===== src/rtl/dsfp_pkg.sv =====
`timescale 1ns / 1ps

package dsfp_pkg;

    // default number of fraction digits in the fixed-point result
    localparam int FRAC_DIGITS_DEF = 8;

    localparam int CHAR_W   = 8;
    localparam int VALUE_W  = 64;
    localparam int STATUS_W = 3;
    localparam int DIGIT_W  = 4;

    // four guard bits hold the carry of value * 10 + digit
    localparam int WIDE_W = VALUE_W + 4;

    localparam logic [CHAR_W-1:0] CH_ZERO  = 8'h30;
    localparam logic [CHAR_W-1:0] CH_NINE  = 8'h39;
    localparam logic [CHAR_W-1:0] CH_POINT = 8'h2E;

    localparam logic [STATUS_W-1:0] ST_OK            = 3'd0;
    localparam logic [STATUS_W-1:0] ST_EMPTY         = 3'd1;
    localparam logic [STATUS_W-1:0] ST_BAD_CHAR      = 3'd2;
    localparam logic [STATUS_W-1:0] ST_NO_DIGITS     = 3'd3;
    localparam logic [STATUS_W-1:0] ST_TOO_MANY_FRAC = 3'd4;
    localparam logic [STATUS_W-1:0] ST_OVERFLOW      = 3'd5;
    localparam logic [STATUS_W-1:0] ST_ZERO          = 3'd6;

    // queue between front and back
    localparam int Q_DEPTH = 2;
    localparam int Q_PW    = (Q_DEPTH > 1) ? $clog2(Q_DEPTH) : 1;
    localparam int Q_CW    = $clog2(Q_DEPTH + 1);

    typedef enum logic [1:0] {
        K_DIGIT = 2'd0,
        K_POINT = 2'd1,
        K_OTHER = 2'd2,
        K_END   = 2'd3
    } t_kind;

    typedef struct packed {
        t_kind              kind;
        logic [DIGIT_W-1:0] digit;
    } t_entry;

endpackage


===== src/rtl/dsfp_in_if.sv =====
`timescale 1ns / 1ps

interface dsfp_in_if;
    import dsfp_pkg::*;

    logic              valid;
    logic              ready;
    logic [CHAR_W-1:0] char_code;
    logic              end_marker;

    modport source (output valid, output char_code, output end_marker, input ready);
    modport sink (input valid, input char_code, input end_marker, output ready);
endinterface


===== src/rtl/dsfp_out_if.sv =====
`timescale 1ns / 1ps

interface dsfp_out_if;
    import dsfp_pkg::*;

    logic                valid;
    logic                ready;
    logic [VALUE_W-1:0]  fixed_value;
    logic [STATUS_W-1:0] status;

    modport source (output valid, output fixed_value, output status, input ready);
    modport sink (input valid, input fixed_value, input status, output ready);
endinterface


===== src/rtl/dsfp_front.sv =====
`timescale 1ns / 1ps

module dsfp_front
    import dsfp_pkg::*;
(
    input  logic         i_clk,
    input  logic         i_rst_n,
    dsfp_in_if.sink      i_in,
    output logic         o_q_valid,
    input  logic         i_q_ready,
    output t_entry       o_q_entry
);

    t_entry            w_entry;
    t_entry            r_mem [Q_DEPTH];
    logic [Q_PW-1:0]   r_wr_ptr, n_wr_ptr;
    logic [Q_PW-1:0]   r_rd_ptr, n_rd_ptr;
    logic [Q_CW-1:0]   r_count, n_count;
    logic              w_push, w_pop;

    // classify the character
    always_comb begin
        w_entry.digit = DIGIT_W'(i_in.char_code - CH_ZERO);
        if (i_in.end_marker) begin
            w_entry.kind = K_END;
        end else if (i_in.char_code >= CH_ZERO && i_in.char_code <= CH_NINE) begin
            w_entry.kind = K_DIGIT;
        end else if (i_in.char_code == CH_POINT) begin
            w_entry.kind = K_POINT;
        end else begin
            w_entry.kind = K_OTHER;
        end
    end

    assign i_in.ready = (r_count != Q_CW'(Q_DEPTH));
    assign w_push     = i_in.valid && i_in.ready;
    assign o_q_valid  = (r_count != '0);
    assign w_pop      = o_q_valid && i_q_ready;
    assign o_q_entry  = r_mem[r_rd_ptr];

    always_comb begin
        n_wr_ptr = r_wr_ptr;
        n_rd_ptr = r_rd_ptr;
        n_count  = r_count;
        if (w_push) begin
            n_wr_ptr = (r_wr_ptr == Q_PW'(Q_DEPTH - 1)) ? '0 : r_wr_ptr + 1'b1;
        end
        if (w_pop) begin
            n_rd_ptr = (r_rd_ptr == Q_PW'(Q_DEPTH - 1)) ? '0 : r_rd_ptr + 1'b1;
        end
        if (w_push && !w_pop) begin
            n_count = r_count + 1'b1;
        end else if (!w_push && w_pop) begin
            n_count = r_count - 1'b1;
        end
    end

    always_ff @(posedge i_clk) begin
        if (!i_rst_n) begin
            r_wr_ptr <= '0;
            r_rd_ptr <= '0;
            r_count  <= '0;
        end else begin
            r_wr_ptr <= n_wr_ptr;
            r_rd_ptr <= n_rd_ptr;
            r_count  <= n_count;
        end
    end

    always_ff @(posedge i_clk) begin
        if (w_push) begin
            r_mem[r_wr_ptr] <= w_entry;
        end
    end

endmodule


===== src/rtl/dsfp_back.sv =====
`timescale 1ns / 1ps

module dsfp_back
    import dsfp_pkg::*;
#(
    parameter int FRACTION_DIGITS = FRAC_DIGITS_DEF
) (
    input  logic         i_clk,
    input  logic         i_rst_n,
    input  logic         i_q_valid,
    output logic         o_q_ready,
    input  t_entry       i_q_entry,
    dsfp_out_if.source   o_out
);

    localparam int CW = $clog2(FRACTION_DIGITS + 2);
    localparam logic [CW-1:0] FD_C = CW'(FRACTION_DIGITS);

    typedef enum logic [1:0] {
        S_RUN   = 2'b01,
        S_SCALE = 2'b10
    } t_state;

    t_state               r_state, n_state;
    logic [VALUE_W-1:0]   r_acc, n_acc;
    logic                 r_point, n_point;
    logic                 r_digit, n_digit;
    logic                 r_any, n_any;
    logic [CW-1:0]        r_cnt, n_cnt;
    logic [STATUS_W-1:0]  r_err, n_err;

    logic                 r_out_valid;
    logic [VALUE_W-1:0]   r_out_value;
    logic [STATUS_W-1:0]  r_out_status;

    logic [WIDE_W-1:0]    w_wide;
    logic [DIGIT_W-1:0]   w_add;
    logic                 w_mul_ovf;
    logic                 w_out_free;
    logic                 w_pop;
    logic                 w_load;
    logic [VALUE_W-1:0]   w_load_value;
    logic [STATUS_W-1:0]  w_load_status;

    // value * 10 + digit, the guard bits flag a 64-bit overflow
    assign w_add     = (r_state == S_RUN) ? i_q_entry.digit : '0;
    assign w_wide    = ({4'b0, r_acc} << 3) + ({4'b0, r_acc} << 1) + WIDE_W'(w_add);
    assign w_mul_ovf = |w_wide[WIDE_W-1:VALUE_W];

    assign w_out_free = !r_out_valid || o_out.ready;
    assign o_q_ready  = w_pop;

    always_comb begin
        n_state       = r_state;
        n_acc         = r_acc;
        n_point       = r_point;
        n_digit       = r_digit;
        n_any         = r_any;
        n_cnt         = r_cnt;
        n_err         = r_err;
        w_pop         = 1'b0;
        w_load        = 1'b0;
        w_load_value  = '0;
        w_load_status = ST_OK;
        unique case (r_state)
            S_RUN: begin
                if (i_q_valid) begin
                    unique case (i_q_entry.kind)
                        K_DIGIT: begin
                            w_pop = 1'b1;
                            n_any = 1'b1;
                            if (r_err == ST_OK) begin
                                if (w_mul_ovf) begin
                                    n_err = ST_OVERFLOW;
                                end else begin
                                    n_acc   = w_wide[VALUE_W-1:0];
                                    n_digit = 1'b1;
                                    if (r_point && r_cnt <= FD_C) begin
                                        n_cnt = r_cnt + 1'b1;
                                    end
                                end
                            end
                        end
                        K_POINT: begin
                            w_pop = 1'b1;
                            n_any = 1'b1;
                            if (r_err == ST_OK) begin
                                if (r_point) begin
                                    n_err = ST_BAD_CHAR;
                                end else begin
                                    n_point = 1'b1;
                                end
                            end
                        end
                        K_OTHER: begin
                            w_pop = 1'b1;
                            n_any = 1'b1;
                            if (r_err == ST_OK) begin
                                n_err = ST_BAD_CHAR;
                            end
                        end
                        K_END: begin
                            priority if (!r_any) begin
                                w_load_status = ST_EMPTY;
                            end else if (r_err != ST_OK) begin
                                w_load_status = r_err;
                            end else if (!r_digit) begin
                                w_load_status = ST_NO_DIGITS;
                            end else if (r_cnt > FD_C) begin
                                w_load_status = ST_TOO_MANY_FRAC;
                            end else begin
                                w_load_status = ST_OK;
                            end
                            if (w_load_status == ST_OK) begin
                                // string is clean, go scale it
                                w_pop   = 1'b1;
                                n_state = S_SCALE;
                            end else if (w_out_free) begin
                                w_pop  = 1'b1;
                                w_load = 1'b1;
                            end
                        end
                    endcase
                end
            end
            S_SCALE: begin
                if (r_cnt == FD_C) begin
                    if (w_out_free) begin
                        w_load        = 1'b1;
                        w_load_status = (r_acc == '0) ? ST_ZERO : ST_OK;
                        w_load_value  = r_acc;
                        n_state       = S_RUN;
                    end
                end else if (w_mul_ovf) begin
                    if (w_out_free) begin
                        w_load        = 1'b1;
                        w_load_status = ST_OVERFLOW;
                        n_state       = S_RUN;
                    end
                end else begin
                    n_acc = w_wide[VALUE_W-1:0];
                    n_cnt = r_cnt + 1'b1;
                end
            end
            default: begin
                n_state = S_RUN;
            end
        endcase
        // a delivered result clears the string state
        if (w_load) begin
            n_acc   = '0;
            n_point = 1'b0;
            n_digit = 1'b0;
            n_any   = 1'b0;
            n_cnt   = '0;
            n_err   = ST_OK;
        end
    end

    always_ff @(posedge i_clk) begin
        if (!i_rst_n) begin
            r_state     <= S_RUN;
            r_acc       <= '0;
            r_point     <= 1'b0;
            r_digit     <= 1'b0;
            r_any       <= 1'b0;
            r_cnt       <= '0;
            r_err       <= ST_OK;
            r_out_valid <= 1'b0;
        end else begin
            r_state     <= n_state;
            r_acc       <= n_acc;
            r_point     <= n_point;
            r_digit     <= n_digit;
            r_any       <= n_any;
            r_cnt       <= n_cnt;
            r_err       <= n_err;
            r_out_valid <= w_load ? 1'b1 : (o_out.ready ? 1'b0 : r_out_valid);
        end
    end

    always_ff @(posedge i_clk) begin
        if (w_load) begin
            r_out_value  <= w_load_value;
            r_out_status <= w_load_status;
        end
    end

    assign o_out.valid       = r_out_valid;
    assign o_out.fixed_value = r_out_value;
    assign o_out.status      = r_out_status;

endmodule


===== src/rtl/decimal_string_to_fixed_point_top.sv =====
`timescale 1ns / 1ps

// channel  | modport           | payload                          | transaction
// ---------+-------------------+----------------------------------+------------------------------
// i_in     | dsfp_in_if.sink   | char_code[7:0], end_marker       | valid && ready at i_clk rise
// o_out    | dsfp_out_if.source| fixed_value[63:0], status[2:0]   | valid && ready at i_clk rise
//
// a character transaction is taken every cycle while i_in is ready, its digit folded in on pop
// an end marker with an early status loads its result directly; a clean string holds the back
//   end while it scales by ten per missing fraction digit, stopping early when scaling overflows
// reset is synchronous, active low, and clears queue, string state and output valid
// a two-entry queue absorbs two transactions while the back end scales or o_out stalls,
//   after that i_in drops ready until the back end pops again

module decimal_string_to_fixed_point_top
    import dsfp_pkg::*;
#(
    parameter int FRACTION_DIGITS = FRAC_DIGITS_DEF
) (
    input  logic         i_clk,
    input  logic         i_rst_n,
    dsfp_in_if.sink      i_in,
    dsfp_out_if.source   o_out
);

    // classified characters from front to back
    logic   w_q_valid;
    logic   w_q_ready;
    t_entry w_q_entry;

    // front: classify each character and queue it
    dsfp_front u_front (
        .i_clk     (i_clk),
        .i_rst_n   (i_rst_n),
        .i_in      (i_in),
        .o_q_valid (w_q_valid),
        .i_q_ready (w_q_ready),
        .o_q_entry (w_q_entry)
    );

    // back: accumulate digits, scale at the end marker, hold the result
    dsfp_back #(
        .FRACTION_DIGITS (FRACTION_DIGITS)
    ) u_back (
        .i_clk     (i_clk),
        .i_rst_n   (i_rst_n),
        .i_q_valid (w_q_valid),
        .o_q_ready (w_q_ready),
        .i_q_entry (w_q_entry),
        .o_out     (o_out)
    );

    // a full queue must have something to hand to the back end
    a_full_not_empty: assert property (@(posedge i_clk) disable iff (!i_rst_n)
        !i_in.ready |-> w_q_valid)
        else $error("queue full but empty");

    // any error status carries a zero value
    a_err_zero: assert property (@(posedge i_clk) disable iff (!i_rst_n)
        (o_out.valid && o_out.status != ST_OK) |-> (o_out.fixed_value == '0))
        else $error("error result with nonzero value");

    // an ok result is never zero
    a_ok_nonzero: assert property (@(posedge i_clk) disable iff (!i_rst_n)
        (o_out.valid && o_out.status == ST_OK) |-> (o_out.fixed_value != '0))
        else $error("ok result with zero value");

    // the back end only pops the queue when it has an entry
    a_pop_valid: assert property (@(posedge i_clk) disable iff (!i_rst_n)
        w_q_ready |-> w_q_valid)
        else $error("pop from empty queue");

endmodule


===== src/flat_wrapper.sv =====
// flat-port wrapper written by rule: the top's interface ports become plain ports
module decimal_string_to_fixed_point_top_flat import dsfp_pkg::*;
#(
    parameter int FRACTION_DIGITS = FRAC_DIGITS_DEF
)
  (i_clk, i_rst_n, i_in_valid, i_in_char_code, i_in_end_marker, i_in_ready, o_out_valid, o_out_fixed_value, o_out_status, o_out_ready);
  dsfp_in_if i_in_i ();
  dsfp_out_if o_out_i ();
  input  logic i_clk;
  input  logic i_rst_n;
  input wire logic [$bits(i_in_i.valid)-1:0] i_in_valid;
  input wire logic [$bits(i_in_i.char_code)-1:0] i_in_char_code;
  input wire logic [$bits(i_in_i.end_marker)-1:0] i_in_end_marker;
  output wire logic [$bits(i_in_i.ready)-1:0] i_in_ready;
  output wire logic [$bits(o_out_i.valid)-1:0] o_out_valid;
  output wire logic [$bits(o_out_i.fixed_value)-1:0] o_out_fixed_value;
  output wire logic [$bits(o_out_i.status)-1:0] o_out_status;
  input wire logic [$bits(o_out_i.ready)-1:0] o_out_ready;
  assign i_in_i.valid = i_in_valid;
  assign i_in_i.char_code = i_in_char_code;
  assign i_in_i.end_marker = i_in_end_marker;
  assign i_in_ready = i_in_i.ready;
  assign o_out_valid = o_out_i.valid;
  assign o_out_fixed_value = o_out_i.fixed_value;
  assign o_out_status = o_out_i.status;
  assign o_out_i.ready = o_out_ready;
  decimal_string_to_fixed_point_top #(.FRACTION_DIGITS(FRACTION_DIGITS)) u_core (.i_clk(i_clk), .i_rst_n(i_rst_n), .i_in(i_in_i), .o_out(o_out_i));
endmodule

===== config.mk =====
export PLATFORM = sky130hd
export DESIGN_NAME = decimal_string_to_fixed_point_top_flat
export DESIGN_NICKNAME = d
export VERILOG_FILES = /design/src/rtl/dsfp_pkg.sv /design/src/rtl/dsfp_in_if.sv /design/src/rtl/dsfp_out_if.sv /design/src/rtl/dsfp_front.sv /design/src/rtl/dsfp_back.sv /design/src/rtl/decimal_string_to_fixed_point_top.sv /design/src/flat_wrapper.sv
export SDC_FILE = /design/constraint.sdc
export NUM_CORES = 1
export LEC_CHECK = 0
export BUFFER_PORTS_ARGS = -buffer_cell sky130_fd_sc_hd__buf_2
export CAP_MARGIN = 40
export CORE_ASPECT_RATIO = 1.25
export CORE_MARGIN = 1
export CORE_UTILIZATION = 30
export DETAILED_ROUTE_END_ITERATION = 16
export GPL_ROUTABILITY_DRIVEN = 0
export PLACE_DENSITY = 0.51
export SYNTH_ARGS = -nofsm -noshare
export SYNTH_HDL_FRONTEND = slang
export SYNTH_HIERARCHICAL = 1
export SYNTH_SLANG_ARGS = --single-unit

===== constraint.sdc =====
create_clock -name i_clk -period 11.1 [get_ports i_clk]
set_clock_uncertainty 0.1 [all_clocks]
set_input_delay 0 -clock i_clk [delete_from_list [all_inputs] [get_ports i_clk]]
set_output_delay 0 -clock i_clk [all_outputs]
set_load 0.01 [all_outputs]

==> metrics.csv <==
metric,value,unit
PortBufs,81,
crit path kind,flip-flop to flip-flop,
"Seq/Total Area, Yosys",35.28,%
Clk network pwr share,36.4,%
max_cap viols,0,
status,completed,
Wirelength per Cell,16.54,um
#FFs+latches synth,160,
Pwr Density,132.2,nW/um^2
diodes inserted,0,
overall via count from detail_route,8961,
worst endpoint required time,11080,ps
first-pass GRT wire length,47440,um
slowest CP cell,buf_4,
worst hold stages,5,
R2R depth,18,
Max-slew headroom,44.94,%
CTS sink cnt,160,
Die Width,175.7,um
Leak,5.625,nW
worst-path maximum fanout,55,
Synth Warn #,6,
Layout Cells excl Fill,1761,
Int Pwr,1.183,mW
Synth async-reset ratio,0,%
RSZ-0062 raised after global routing,no,
CTS root buffer,clkbuf_16,
area delta synth->final,13.82,%
Setup TNS,0,ps
# setup viols final,0,
initial core utilization,30.46,%
initial antenna violation count,0,
ys flop type,dfxtp_1,
number of flops mapped to enable cells by yosys,79,
post-CTS setup buffers,0,
cell row count,79,
P_sw,521.2,uW
Tot Pwr,1.704,mW
minimum clock period,6118,ps
Yosys top cell area share,20.96,%
total grt overflow,0,
DRT Wirelength,29130,um
number of I/O pins,82,
crit path buf inv count,2,
share of post-route cells with drive strength above 1,12.16,%
"Slew Viols, Final",0,
Yosys top cell by area,edfxtp_1,
top post-synthesis cells by area,"edfxtp_1 (21%), ha_1 (15%), dfxtp_1 (14%)",
Final Instance Area,12880,um^2
Comb pwr share,19.4,%
Peak supply drop,96.50,uV
CTS Buf Count,17,
clock slew at reported path FFs,70,ps
CTS Buffer Depth,2,
Final #Nets,1413,
PostCTS Resize Cnt,0,
stages on the worst setup path,18,
"Distinct cells, synth",76,
worst-margin pin slew,826.0,ps
Sw Share,30.59,%
crit path DAT,6100,ps
Die Span Y,219.2,um
Post-Place Cells,1716,
Worst-Skew Late Latency,460,ps
H-tree depth,4,
Sequential Power Share,44.2,%
"count leader, synth",ha_1,
CP peak stage delay,600,ps
Mapped Area,11320,um^2
DRT iter0 DRCs,430,
CP endpoint kind,flip-flop,
core area,37170,um^2
"Cell Chain, Critical Path",mux2_2 > and2_1 > ha_1 > ha_1 > inv_1 > fa_1 > nand2b_1 > a21oi_2 > o21ai_2 > o31ai_4 > a31oi_1 > o41a_1 > o211ai_1 > nor3b_4 > nor3_4 > a21o_1 > a21oi_4 > buf_4,
Final Hold Vio Count,0,
"top cells by count, synth","ha_1 (136), nor2_1 (114), a21oi_1 (89)",
final HPWL from detailed placement,22070,um
vias in the first global route,9031,
die area,38520,um^2
Layout Utilization,34.67,%
placed cell area,12140,um^2
syn_area_per_cell,9.465,um^2
period utilisation layout,55.12,%
Most common cell on crit path,ha_1,
CTS tree,done,
f_max,0.1634,GHz
DR DRC count,0,
Total Routing Usage GR,15.72,%
1st-pass router iterations,5,
Worst Hold Class,input pin to flip-flop,
Startpoint Class,flip-flop,
largest net degree at the start of global routing,74,
hold buffers post-CTS,13,
Via density,5.089,
"CP delay by family, top",compound AO/OA/AOI/OAI gates,
Synth Instances,1196,
Syn Nets,1347,
Antenna Nets Post-Route,0,
## final cells by class
cell class,count,area (um^2)
tap,486,608.1
clock buffer,17,425.4
clock inverter,15,186.4
sequential,160,3994
timing repair buffer,101,585.6
fill,3914,24280
inverter,42,157.7
multi-input combinational,940,6927
## per-stage QoR
| stage | worst slack, ps | hold WS, ps |
|---|---|---|
| after floorplan | 3184 | -1.131 |
| after global placement | 5089 | 105.3 |
| after detailed placement | 4915 | 111.6 |
| after CTS | 4882 | 160.9 |
| after global routing | 4536 | 192.2 |
| final | 4982 | 206.1 |
## power groups by stage
stage	registers [mW]	clock network (mW)	logic, mW
after floorplan	0.800	0	0.182
after global placement	0.767	0	0.327
after detailed placement	0.766	0	0.336
after CTS	0.755	0.641	0.342
after global routing	0.764	0.663	0.370
final	0.753	0.620	0.331
## final timing paths
check / startpoint / slack [ps] / endpoint
hold reg to reg: u_core/u_back/r_state[1] / 400 / u_core/u_back/r_state[1]
setup / recovery: flip-flop / 4980 / u_core/u_back/o_out.fixed_value[59]
setup reg to reg: flip-flop / 4980 / u_core/u_back/o_out.fixed_value[59]
hold / removal: o_out_ready / 210 / u_core/u_back/r_state[1]
## flip-flops by register name, summed over array words and instances (netlist names), 2 cells and up, named ones only
| register | count |
|---|---|
| u_core/u_back/r_err | 2 |
| u_core/u_back/r_state | 2 |
| u_core/u_back/r_cnt | 4 |
| u_core/u_back/o_out.fixed_value | 64 |
| u_core/u_back/r_acc | 64 |
| u_core/u_back/o_out.status | 3 |
| u_core/u_front/r_mem | 12 |
| u_core/u_front/r_count | 2 |
## cell families after synthesis
kind of cell	synth area share (%)
simple gates	17.42
compound gates	16.69
flops	35.28
fa+ha+maj	15.39
buf+inv	3.791
mux	6.477
xor+xnor	4.952
## layout by cell type (no fill, tap or decap), types with 15 or more instances in the layout
| master | count |
|---|---|
| edfxtp_1 | 79 |
| dfxtp_1 | 81 |
| o21ai_0 | 41 |
| nand3_1 | 15 |
| xnor2_1 | 34 |
| a21o_1 | 37 |
| nand2_1 | 72 |
| nand4_1 | 34 |
| xor2_1 | 30 |
| nor3_1 | 18 |
| nor4_1 | 18 |
| inv_1 | 42 |
| o21bai_1 | 23 |
| buf_2 | 82 |
| ha_1 | 136 |
| mux2i_1 | 62 |
| a21oi_1 | 88 |
| clkbuf_16 | 17 |
| and2_1 | 67 |
| nor2_1 | 113 |
## layer usage
layer | global-route usage [%] | share of wire (%) | wire, um
met1 | 19.27 | 45 | 13100
met2 | 26.92 | 49 | 14170
met3 | 2.529 | 3.7 | 1068
met4 | 7.130 | 2.7 | 791
met5 | 0 | 0 | 0
## worst min-delay path, delay by kind of cell
kind / cells / cell delay (ps)
AOI/OAI and AO/OA: 2 / 270
buffers and inverters: 1 / 100
muxes: 1 / 120
and+or+nand+nor: 1 / 220
Power figures use the tool's default switching activity.
